[config.mk]
export PLATFORM = sky130hd
export DESIGN_NAME = dle_voice_stream_deframer
export DESIGN_NICKNAME = d
export VERILOG_FILES = /design/src/rtl/core/dvsd_pkg.sv /design/src/rtl/core/dle_voice_stream_deframer.sv /design/src/rtl/core/dvsd_classify.sv
export SDC_FILE = /design/constraint.sdc
export NUM_CORES = 1
export LEC_CHECK = 0
export BUFFER_PORTS_ARGS = -buffer_cell sky130_fd_sc_hd__buf_2
export CAP_MARGIN = 5
export CORE_MARGIN = 2
export CORE_UTILIZATION = 55
export DETAILED_ROUTE_END_ITERATION = 16
export PLACE_DENSITY = 0.87
export SYNTH_ARGS = -nofsm -noshare
export SYNTH_HDL_FRONTEND = slang
export SYNTH_SLANG_ARGS = --single-unit
[constraint.sdc]
create_clock -name clock -period 2.14 [get_ports clock]
set_input_delay 0.321 -clock clock [delete_from_list [all_inputs] [get_ports clock]]
set_output_delay 0.321 -clock clock [all_outputs]
set_load 0.01 [all_outputs]
[src/rtl/core/dvsd_pkg.sv]
// ----------------------------------------------------------------------------
// dvsd_pkg
// Shared codes and types for the DLE voice stream deframer.
// ----------------------------------------------------------------------------
package dvsd_pkg;

   localparam logic [7:0] CODE_DLE = 8'h10;
   localparam logic [7:0] CODE_SUB = 8'h1A;
   localparam logic [7:0] CODE_ETX = 8'h03;

   localparam int BYTE_W  = 8;
   localparam int EVENT_W = 5;

   // Line event numbers
   localparam logic [EVENT_W-1:0] EV_BONG          = 5'd0;
   localparam logic [EVENT_W-1:0] EV_DTMF          = 5'd1;
   localparam logic [EVENT_W-1:0] EV_DATA_FAX      = 5'd2;
   localparam logic [EVENT_W-1:0] EV_BUSY          = 5'd3;
   localparam logic [EVENT_W-1:0] EV_FAX_CALLING   = 5'd4;
   localparam logic [EVENT_W-1:0] EV_DIAL_TONE     = 5'd5;
   localparam logic [EVENT_W-1:0] EV_DATA_CALLING  = 5'd6;
   localparam logic [EVENT_W-1:0] EV_HOOK_ON       = 5'd7;
   localparam logic [EVENT_W-1:0] EV_HOOK_OFF      = 5'd8;
   localparam logic [EVENT_W-1:0] EV_LOOP_BREAK    = 5'd9;
   localparam logic [EVENT_W-1:0] EV_SIT_TONE      = 5'd10;
   localparam logic [EVENT_W-1:0] EV_LOOP_POLARITY = 5'd11;
   localparam logic [EVENT_W-1:0] EV_SILENCE       = 5'd12;
   localparam logic [EVENT_W-1:0] EV_RINGBACK      = 5'd13;
   localparam logic [EVENT_W-1:0] EV_RING          = 5'd14;
   localparam logic [EVENT_W-1:0] EV_NO_VOICE      = 5'd15;
   localparam logic [EVENT_W-1:0] EV_TDD           = 5'd16;
   localparam logic [EVENT_W-1:0] EV_VOICE         = 5'd17;
   localparam logic [EVENT_W-1:0] EV_CALL_WAITING  = 5'd18;
   localparam logic [EVENT_W-1:0] EV_NONE          = 5'd0;

   typedef enum logic [2:0] {
      KIND_DATA    = 3'd0,
      KIND_EVENT   = 3'd1,
      KIND_END     = 3'd2,
      KIND_NOTICE  = 3'd3,
      KIND_UNKNOWN = 3'd4
   } kind_type;

   // Classification of the code byte that follows a DLE
   typedef struct packed {
      kind_type             kind;
      logic [EVENT_W-1:0]   event_code;
   } code_class_type;

endpackage

[src/rtl/core/dle_voice_stream_deframer.sv]
// ----------------------------------------------------------------------------
// dle_voice_stream_deframer
// Path: an accepted input beat is held in the input register, then decoded into the result register.
// Throughput: one input beat per cycle while the output is not stalled; DLE SUB
// emits two result beats and holds the input side until the second one is taken.
// Reset: synchronous, clears the escape and end-of-stream flags and empties
// the input and result registers.
// ----------------------------------------------------------------------------
module dle_voice_stream_deframer
   import dvsd_pkg::*;
(
   input  logic        clock,
   input  logic        reset,

   input  logic        req_tvalid,
   output logic        req_tready,
   input  logic [7:0]  req_tdata,   // [7:0] in_byte
   input  logic        req_tuser,   // [0] start_of_stream

   output logic        rsp_tvalid,
   input  logic        rsp_tready,
   output logic [15:0] rsp_tdata,   // [7:0] out_byte, [12:8] event_code, [15:13] zero
   output logic [2:0]  rsp_tuser,   // [2:0] kind
   output logic        rsp_tlast    // last
);

   // input register
   logic               in_valid_ff, in_valid_in;
   logic [BYTE_W-1:0]  in_byte_ff;
   logic               in_sos_ff;

   // stream state
   logic               esc_ff, esc_in;
   logic               ended_ff, ended_in;

   // result register
   logic               rsp_valid_ff, rsp_valid_in;
   kind_type           rsp_kind_ff, rsp_kind_in;
   logic [BYTE_W-1:0]  rsp_byte_ff, rsp_byte_in;
   logic [EVENT_W-1:0] rsp_event_ff, rsp_event_in;
   logic               rsp_last_ff, rsp_last_in;
   logic               dup_ff, dup_in;

   logic               out_free;
   logic               advance;
   logic               req_take;
   logic               rsp_take;
   logic               esc_cur;
   logic               ended_cur;
   logic               has_result;
   logic               res_dup;
   kind_type           res_kind;
   logic [BYTE_W-1:0]  res_byte;
   logic [EVENT_W-1:0] res_event;
   code_class_type     code_class;

   dvsd_classify u_classify (
      .code_byte  (in_byte_ff),
      .code_class (code_class)
   );

   assign rsp_take   = rsp_valid_ff && rsp_tready;
   assign out_free   = !dup_ff && (!rsp_valid_ff || rsp_tready);
   assign advance    = in_valid_ff && out_free;
   assign req_tready = !in_valid_ff || advance;
   assign req_take   = req_tvalid && req_tready;

   // decode the held beat against the stream state
   always_comb begin
      esc_cur    = esc_ff && !in_sos_ff;
      ended_cur  = ended_ff && !in_sos_ff;
      esc_in     = esc_cur;
      ended_in   = ended_cur;
      has_result = 1'b0;
      res_dup    = 1'b0;
      res_kind   = KIND_DATA;
      res_byte   = in_byte_ff;
      res_event  = '0;
      priority if (ended_cur) begin
         // drop everything until a start flag
      end else if (!esc_cur) begin
         if (in_byte_ff == CODE_DLE) begin
            esc_in = 1'b1;
         end else begin
            has_result = 1'b1;
         end
      end else begin
         esc_in     = 1'b0;
         has_result = 1'b1;
         priority if (in_byte_ff == CODE_DLE) begin
            res_byte = CODE_DLE;
         end else if (in_byte_ff == CODE_SUB) begin
            res_byte = CODE_DLE;
            res_dup  = 1'b1;
         end else if (in_byte_ff == CODE_ETX) begin
            res_kind = KIND_END;
            ended_in = 1'b1;
         end else begin
            res_kind  = code_class.kind;
            res_event = code_class.event_code;
         end
      end
   end

   always_comb begin
      in_valid_in  = in_valid_ff;
      rsp_valid_in = rsp_valid_ff;
      rsp_kind_in  = rsp_kind_ff;
      rsp_byte_in  = rsp_byte_ff;
      rsp_event_in = rsp_event_ff;
      rsp_last_in  = rsp_last_ff;
      dup_in       = dup_ff;
      if (advance) begin
         in_valid_in = 1'b0;
      end
      if (req_take) begin
         in_valid_in = 1'b1;
      end
      priority if (rsp_take && dup_ff) begin
         // second DLE of a DLE SUB pair
         rsp_last_in = 1'b1;
         dup_in      = 1'b0;
      end else if (advance && has_result) begin
         rsp_valid_in = 1'b1;
         rsp_kind_in  = res_kind;
         rsp_byte_in  = res_byte;
         rsp_event_in = res_event;
         rsp_last_in  = !res_dup;
         dup_in       = res_dup;
      end else if (rsp_take) begin
         rsp_valid_in = 1'b0;
      end
   end

   always_ff @(posedge clock) begin
      if (reset) begin
         in_valid_ff  <= 1'b0;
         rsp_valid_ff <= 1'b0;
         dup_ff       <= 1'b0;
         esc_ff       <= 1'b0;
         ended_ff     <= 1'b0;
      end else begin
         in_valid_ff  <= in_valid_in;
         rsp_valid_ff <= rsp_valid_in;
         dup_ff       <= dup_in;
         if (advance) begin
            esc_ff   <= esc_in;
            ended_ff <= ended_in;
         end
      end
   end

   always_ff @(posedge clock) begin
      if (req_take) begin
         in_byte_ff <= req_tdata;
         in_sos_ff  <= req_tuser;
      end
      rsp_kind_ff  <= rsp_kind_in;
      rsp_byte_ff  <= rsp_byte_in;
      rsp_event_ff <= rsp_event_in;
      rsp_last_ff  <= rsp_last_in;
   end

   assign rsp_tvalid = rsp_valid_ff;
   assign rsp_tdata  = {3'b000, rsp_event_ff, rsp_byte_ff};
   assign rsp_tuser  = rsp_kind_ff;
   assign rsp_tlast  = rsp_last_ff;

   a_dup_has_beat: assert property (@(posedge clock) disable iff (reset)
      dup_ff |-> rsp_valid_ff)
      else $error("pending DLE duplicate without a result beat");

   a_dup_first_half: assert property (@(posedge clock) disable iff (reset)
      dup_ff |-> (rsp_kind_ff == KIND_DATA && rsp_byte_ff == CODE_DLE && !rsp_last_ff))
      else $error("first beat of a DLE SUB pair is malformed");

   a_dup_follows: assert property (@(posedge clock) disable iff (reset)
      (rsp_take && dup_ff) |=> (rsp_valid_ff && rsp_last_ff && rsp_byte_ff == CODE_DLE))
      else $error("second beat of a DLE SUB pair is missing");

   a_event_zero: assert property (@(posedge clock) disable iff (reset)
      (rsp_valid_ff && rsp_kind_ff != KIND_EVENT) |-> (rsp_event_ff == '0))
      else $error("event code set on a non-event beat");

endmodule

[src/rtl/core/dvsd_classify.sv]
// ----------------------------------------------------------------------------
// dvsd_classify
// Maps the code byte after a DLE to a line event, a notice or an unknown code.
// ----------------------------------------------------------------------------
module dvsd_classify
   import dvsd_pkg::*;
(
   input  logic [BYTE_W-1:0] code_byte,
   output code_class_type    code_class
);

   always_comb begin
      code_class.kind       = KIND_EVENT;
      code_class.event_code = EV_NONE;
      unique case (code_byte)
         "$": code_class.event_code = EV_BONG;
         "0", "1", "2", "3", "4", "5", "6", "7", "8", "9",
         "*", "#", "A", "B", "C", "D":
            code_class.event_code = EV_DTMF;
         "a": code_class.event_code = EV_DATA_FAX;
         "b", "K": code_class.event_code = EV_BUSY;
         "c", "m": code_class.event_code = EV_FAX_CALLING;
         "d", "i": code_class.event_code = EV_DIAL_TONE;
         "e", "f": code_class.event_code = EV_DATA_CALLING;
         "h", "p": code_class.event_code = EV_HOOK_ON;
         "H", "P": code_class.event_code = EV_HOOK_OFF;
         "I": code_class.event_code = EV_LOOP_BREAK;
         "J": code_class.event_code = EV_SIT_TONE;
         "L": code_class.event_code = EV_LOOP_POLARITY;
         "q": code_class.event_code = EV_SILENCE;
         "r": code_class.event_code = EV_RINGBACK;
         "R": code_class.event_code = EV_RING;
         "s": code_class.event_code = EV_NO_VOICE;
         "t": code_class.event_code = EV_TDD;
         "v", "V": code_class.event_code = EV_VOICE;
         "w": code_class.event_code = EV_CALL_WAITING;
         "/", "~", "E", "o", "Q", "S", "T", "u", "Y":
            code_class.kind = KIND_NOTICE;
         default:
            code_class.kind = KIND_UNKNOWN;
      endcase
   end

endmodule
* Word level (Yosys, flattened, before mapping)
Cells that the tools add are included.
Word-level totals: bits of input ports 13, bits in registers 31, output and inout port bits 22, word-level logic and storage cells 125
Operators by class: bitwise operators 2, mux-type cells 26, reduce and logical (&&, ||, !) cells 32, equality and inequality tests 53
Operator list (number):
- $eq 8x7->1 const B | 36
- $eq 8x6->1 const B | 14
- $pmux 5 s18 | 1
- $reduce_or 41->1 | 1
- $mux 8 | 4
- $mux 1 | 19
- $eq 8x5->1 const B | 2
- $reduce_or 16->1 | 1
- $reduce_or 2->1 | 8
- $reduce_or 9->1 | 1
- $eq 8x2->1 const B | 1
- $logic_and 1x1->1 | 8
- $pmux 3 s2 | 1
- $logic_not 1->1 | 5
- $reduce_or 5->1 | 1
- $reduce_and 2->1 | 2
- $reduce_bool 2->1 | 2
- $reduce_or 4->1 | 1
- $logic_or 1x1->1 | 2
- $mux 2 | 1
- $not 1->1 | 2

* Depth between registers and ports, before layout
Gate-level depths: netlist of the first run.
depth in word-level cells 7, mapped depth 7, depth with buffers taken out 5

* By module
A second synthesis of the first run with hierarchy kept.
Unflattened totals: cell total of the unflattened synthesis 210, area total of the unflattened synthesis 2037.0 um2
Modules (own cells, without submodules):
- dle_voice_stream_deframer | area an instance 1271.2 um2, times used 1, cells an instance 99, sequential area each 870.8 um2
- dvsd_classify | area an instance 765.7 um2, times used 1, cells an instance 111, sequential area each 0.0 um2

* Least setup slack after synthesis of the first run
No wires, ideal clock.
path type register to register, start point reg in_byte_ff[0], end point reg rsp_kind_ff[0], in the netlist rsp_tuser[0], data pin, arrival 1.602 ns, clock period less this slack 1.861 ns, path slack 0.279 ns, path buffers 1, required time 1.881 ns, library setup time 0.259 ns, cell stages (with the launch flop) 7, cell sequence edfxtp_1 buf_4 or2_2 a32oi_1 o21ai_0 a211o_1 o31a_1
Between the ends: cells in the longest elaborated chain, start to end 3, elaborated cells between the ends (all ways) 57, those cells by class eq/ne (53); mux (1); reduce/logical (3)
Ends and longest elaborated chain:
- from (decl) | line dle_voice_stream_deframer.sv:29 | logic [BYTE_W-1:0] in_byte_ff;
- from (signal assigned) | line dle_voice_stream_deframer.sv:155 | in_byte_ff <= req_tdata;
- $eq 8x6->1 / $eq 8x7->1 (equally long branches) | line dvsd_classify.sv:15 | unique case (code_byte)
- $reduce_or 41->1 (no line) / $reduce_or 9->1 (equally long branches)
- $pmux 3 s2 | line dvsd_classify.sv:15
- to (signal assigned) | line dle_voice_stream_deframer.sv:158 | rsp_kind_ff <= rsp_kind_in;
- to (decl) | line dle_voice_stream_deframer.sv:38 | kind_type rsp_kind_ff, rsp_kind_in;
Several ways; a longest one is shown, not always the timed one. A chain may end at the register's enable or synchronous reset.

* Worst setup path after layout of the first run
start point reg in_byte_ff[4], end point reg rsp_kind_ff[2], in the netlist rsp_tuser[2], data pin
The elaborated chain is that of the path after synthesis.

==> impl_metrics.yaml, run 1 <==
timing:
  maxSlewHeadroom: 0.650
  hold_viol: 0
  min_period_over_period: 0.962
  rsz0062_at_grt: "false"
  drv_slew: 0
  hold_slack_ps: 149
  period_minus_slack_ps: 2060
  clock_skew_ps: 13.7
  max_freq_mhz: 486
  worstMarginPinSlew_ps: 518
  setup_viol: 0
  tns_ps: 0
layout:
  drive_gt1_frac: 0.292
  area_growth_pct: 17.3
  final_core_util: 0.672
  antenna_cells: 0
  stdcell_count: 289
  fin_nets: 255
die:
  die-height_um: 63.0
  die_area_mm2: 0.00396
  core_mm2: 0.00334
  initial_core_util: 0.573
  pin_count: 35
  dieWidth_um: 63.0
  num_rows: 21
hold_path:
  hold_class: "input pin to flop"
  worst_hold_path.endpoint: "in_sos_ff"
  hp-start: "req_tuser"
  hold_depth: 1
clocking:
  h-tree-depth: 2
  cts_resized: 0
  numCtsBuffers: 5
  clk-insertion-delay-late_ps: 340
  clock-sinks: 31
  root_buffer: "clkbuf_4"
  path_clk_slew_ps: 100
  tritoncts: "yes"
  clk_path_buf_depth: 2
global_routing:
  track_usage: 0.236
  grt_pass1_wl_um: 7230
  grt_pass1_vias: 1542
  antenna_found_initial: 0
  globalRouteOverflowTotal: 0
  grt_max_degree: 20
worst_setup_path:
  crit_path_end_kind: "flop"
  r2r_slack_ps: 80
  path_max_fanout: 14
  r2r_start: "in_byte_ff[4]"
  slowest_stage: "edfxtp_1"
  reg2reg_depth: 5
  cp-startpoint: "in_byte_ff[4]"
  required_ps: 2230
  timing.rr.end: "rsp_tuser[2]"
  cpPeakStageDelay_ps: 590
  worst-setup-path-type: "flop to flop"
  start_kind: "flop"
  worst-endpoint-arrival_ps: 2150
  path_cells: "nor4b_1, a32oi_1, o21ai_0, a211o_1, nor4_1"
yosys:
  synth_cell_type_count: 53
  async_flop_share: 0
  syn-mean-instance-area_um2: 9.56
  synthesis.area_mm2: 0.00191
  seq_area_frac_synth: 0.455
  synth_top_area_frac: 0.393
  synth_area_leaders: "edfxtp_1, dfxtp_1, nand2b_1"
  yosys_warnings: 0
  synth_edf_count: 25
  yosysTopAreaCell: "edfxtp_1"
  synth_ff_type: "edfxtp_1"
  postSynthCellCount: 200
  synth_seq_cells: 31
routing:
  met2_length_um: 2100
  dr.pass1.iters: 5
  routed_wl_um: 4420
  vias: 1694
  drt-met1-wl_um: 1790
  drt_iter0_drc: 144
  drc: 0
  wl_met3_um: 395
  wl_per_cell_um: 15.3
  postRouteAntennaNets: 0
  maxUsedRoutingLayer: "met4"
  viasPerCell: 5.86
outcome:
  outcome: "complete, no violations"
place:
  hpwlAfterDp_um: 3080
  gpl.final_weighted_congestion: 0.961
  io_buffer_count: 31
  dp_cells: 272
power:
  power.leakage_nw: 0.867
  ir_drop_mv: 0.356
  cellPowerDensity_mw_per_mm2: 551
run:
  max_cap_viol_count: 0
[how the worst max path moves through the flow]
| stage | endpoint | slack, ps | cells after the start |
|---|---|---|---|
| after global routing | rsp_tuser[0] | 50 | 5 |
| after global placement | rsp_event_ff[4] | 130 | 5 |
| after detailed placement | rsp_tuser[0] | 100 | 5 |
| after floorplan | rsp_tuser[0] | 280 | 6 |
| final | rsp_tuser[2] | 80 | 5 |
| after CTS | rsp_tuser[0] | 100 | 5 |
[Yosys cell counts, drive strengths merged (3+ instances only)]
master	n
a21oi	9
dfxtp	6
nor2b	10
nor2	16
a32oi	4
a31oi	3
o22ai	3
inv	4
buf	16
nor3b	5
nand2b	12
nor4	5
nand2	11
edfxtp	25
clkbuf	8
nor3	5
nor4b	6
or2	4
o21ai	11
[registers in the layout (all words and copies together), names as in the netlist]
register	flops
in_byte_ff	8
rsp_byte_ff	8
rsp_event_ff	5
rsp_tuser	3
dup_ff	1
ended_ff	1
esc_ff	1
in_sos_ff	1
in_valid_ff	1
rsp_tlast	1
rsp_tvalid	1
[metal layers]
metal  track usage  up-vias
li1              -      815
met1         0.302      765
met2         0.375      103
met3        0.0523       11
met4         0.119        0
met5             0        -
[cell usage in the layout (no fill, tap or decap), drive strengths merged, types with 3 or more instances in the layout]
master  Yosys  final
buf        16     56
edfxtp     25     25
nor2       16     16
nand2b     12     12
nand2      11     11
o21ai      11     11
nor2b      10     10
a21oi       9      9
dfxtp       6      6
nor4b       6      6
clkbuf      8      6
nor3b       5      5
nor4        5      5
nor3        5      5
inv         4      4
or2         4      4
a32oi       4      4
a31oi       3      3
o22ai       3      3
conb        1      3
[cell families (layout without fill, tap and decap cells)]
| logic type | count (synthesis) | in the layout | synth area share |
|---|---|---|---|
| multiplexers | 1 | 1 | 0.00524 |
| AO/OA/AOI/OAI | 48 | 48 | 0.171 |
| AND/OR/NAND/NOR | 89 | 89 | 0.279 |
| other | 1 | 3 | 0.00196 |
| buffers and inverters | 28 | 69 | 0.0779 |
| XOR/XNOR | 2 | 2 | 0.00916 |
| flip-flops | 31 | 31 | 0.455 |
[layout make-up]
| cell class | count | area, um2 |
|---|---|---|
| tap | 46 | 57.6 |
| clock inverter | 3 | 15.0 |
| timing repair buffer | 57 | 348 |
| clock buffer | 5 | 37.5 |
| fill | 268 | 1090 |
| multi-input combinational | 143 | 900 |
| inverter | 4 | 15.0 |
| sequential | 31 | 871 |
[critical path: cells and delay by family, from the launching register on]
family	cells	cell delay, ps
AND/OR/NAND/NOR	2	620
AO/OA/AOI/OAI	3	620
flip-flops	1	590
[metrics by stage]
stage               worst slack, ps  instance area [um2]  total power (W)
finish                         81.8                 2240          0.00124
global route                   46.1                 2240          0.00129
CTS                            95.9                 2180          0.00122
detailed placement              102                 2130         0.000908
global placement                128                 2130         0.000904
floorplan                       279                 1920         0.000848
[power by group]
group / switching, W / internal (W) / leakage [nW] / total [W]
combinational: 0.000119 / 0.0000935 / 0.547 / 0.000213
sequential: 0.0000223 / 0.000678 / 0.294 / 0.000701
clock: 0.000204 / 0.000120 / 0.0263 / 0.000324
[timing repair]
item	4_1_cts	5_1_grt
hold buffers	0	0
buffers inserted	0	9
endpoints found under the setup margin	0	1
hold endpoints to repair	0	0
No activity file was read; power rests on OpenSTA's default activity.
==> run 2: changes to the inputs <==
--- a/config.mk
+++ b/config.mk
@@ -10,7 +10,7 @@
 export CORE_MARGIN = 2
 export CORE_UTILIZATION = 55
 export DETAILED_ROUTE_END_ITERATION = 16
-export PLACE_DENSITY = 0.87
+export PLACE_DENSITY_LB_ADDON = 0.1
 export SYNTH_ARGS = -nofsm -noshare
 export SYNTH_HDL_FRONTEND = slang
 export SYNTH_SLANG_ARGS = --single-unit
==> run 2 against run 1 <==
Net effect:
- sequential share of layout area fell by 0.99 points
- largest power group unchanged
- clock power hardly changed
- via count increased by 1.7%
==> impl_metrics.yaml, run 2 (synthesis results as in run 1) <==
global_routing:
  grt_pass1_wl_um: 7420
  grt_use_met2: 0.383
  antenna_found_initial: 0
  grt-busiest-layer: "met2"
  met1_usage: 0.306
  grt_use_met3: 0.0649
  grt_pass1_vias: 1629
  grt_max_degree: 20
  globalRouteOverflowTotal: 0
  track_usage: 0.242
outcome:
  outcome: "complete, no violations"
die:
  core_mm2: 0.00334
  die_area_mm2: 0.00396
  pin_count: 35
  dieWidth_um: 63.0
  initial_core_util: 0.573
  num_rows: 21
  die-height_um: 63.0
place:
  placed_area_mm2: 0.00218
  io_buffer_count: 31
  dp_worst_setup_slack_ps: 39.7
  gpl.final_weighted_congestion: 0.936
  hpwlAfterDp_um: 3260
power:
  clkPwrFrac: 0.261
  cellPowerDensity_mw_per_mm2: 542
  power_frac_seq: 0.557
  power.leakage_nw: 0.909
  combPwrFrac: 0.183
  ir_drop_mv: 0.377
  internal-power_w: 0.000908
  p_sw_frac: 0.272
  p_switching_w: 0.000340
worst_setup_path:
  required_ps: 2240
  path_max_fanout: 9
  crit_path_end_kind: "flop"
  crit_buf_inv: 1
  start_kind: "flop"
  slowest_stage: "edfxtp_1"
  path_cells: "buf_4, or2_2, a32oi_1, o21ai_0, a211o_1, o31a_1"
  worst-setup-path-type: "flop to flop"
  worst-endpoint-arrival_ps: 2170
  cpPeakStageDelay_ps: 550
  cpLargestDelayFamily: "compound AO/OA/AOI/OAI gates"
timing:
  min_period_over_period: 0.966
  rsz0062_at_grt: "false"
  setup_viol: 0
  hold_slack_ps: 152
  setup_ws_ps: 72.1
  period_minus_slack_ps: 2070
  max_freq_mhz: 484
  tns_ps: 0
  drv_slew: 0
  hold_viol: 0
  clock_skew_ps: 13.1
clocking:
  root_buffer: "clkbuf_4"
  clk_path_buf_depth: 2
  clk-insertion-delay-late_ps: 340
  h-tree-depth: 2
  path_clk_slew_ps: 100
  numCtsBuffers: 5
  tritoncts: "yes"
  hold_buffers: 0
  clock-sinks: 31
routing:
  drt_iter0_drc: 108
  drc: 0
  routed_wl_um: 4570
  wl_per_cell_um: 15.4
  dr.pass1.iters: 4
  viasPerCell: 5.80
  postRouteAntennaNets: 0
  vias: 1723
layout:
  final_core_util: 0.690
  mostFrequentLayoutCell: "buf_4"
  antenna_cells: 0
  reg.largest.list: "in_byte_ff (8), rsp_byte_ff (8), rsp_event_ff (5)"
  final_cell_mix: "buf_4, buf_2, edfxtp_1, nor2_1, nand2b_1"
  area_growth_pct: 20.4
  final_design_area_no_fill_mm2: 0.00230
  fin_nets: 263
  drive_gt1_frac: 0.319
run:
  max_cap_viol_count: 0
hold_path:
  hold_class: "input pin to flop"
-- run 2: timing repair --
item                       4_1_cts  5_1_grt
hold endpoints to repair         0        0
setup endpoints to repair        0       21
resized for setup                0        1
buffers inserted                 0       10
-- run 2: path summary, 6_finish.rpt --
path                 startpoint            end  slack [ps]  cells past startpoint
setup / recovery  in_byte_ff[3]   rsp_tuser[0]          70                      6
hold / removal     req_tdata[6]  in_byte_ff[6]         150                      1
setup reg to reg  in_byte_ff[3]   rsp_tuser[0]          70                      6
hold reg to reg       rsp_tlast      rsp_tlast         510                      2
-- run 2: final cells by class --
type | count | area [um2]
Clock buffer | 7 | 45.0
Clock inverter | 1 | 5.00
Fill cell | 280 | 1030
Inverter | 4 | 15.0
Multi-Input combinational cell | 143 | 901
Sequential cell | 31 | 871
Tap cell | 46 | 57.6
Timing Repair Buffer | 65 | 408
-- run 2: power by group through the flow --
| stage | registers (W) | clock network, W | logic [W] |
|---|---|---|---|
| after detailed placement | 0.000716 | 0 | 0.000201 |
| final | 0.000694 | 0.000325 | 0.000228 |
| after floorplan | 0.000709 | 0 | 0.000139 |
| after CTS | 0.000702 | 0.000332 | 0.000202 |
| after global routing | 0.000697 | 0.000354 | 0.000249 |
| after global placement | 0.000714 | 0 | 0.000200 |
-- run 2: per-layer routing --
metal	share of wire	wire length [um]
met4	0.029	133
met5	0	0
met3	0.074	338
met1	0.42	1940
met2	0.47	2160
-- run 2: per-stage QoR --
stage                     total power [W]  std cells
after floorplan                  0.000848        202
after global placement           0.000914        279
after detailed placement         0.000917        279
after CTS                         0.00124        287
after global routing              0.00130        297
final                             0.00125        297
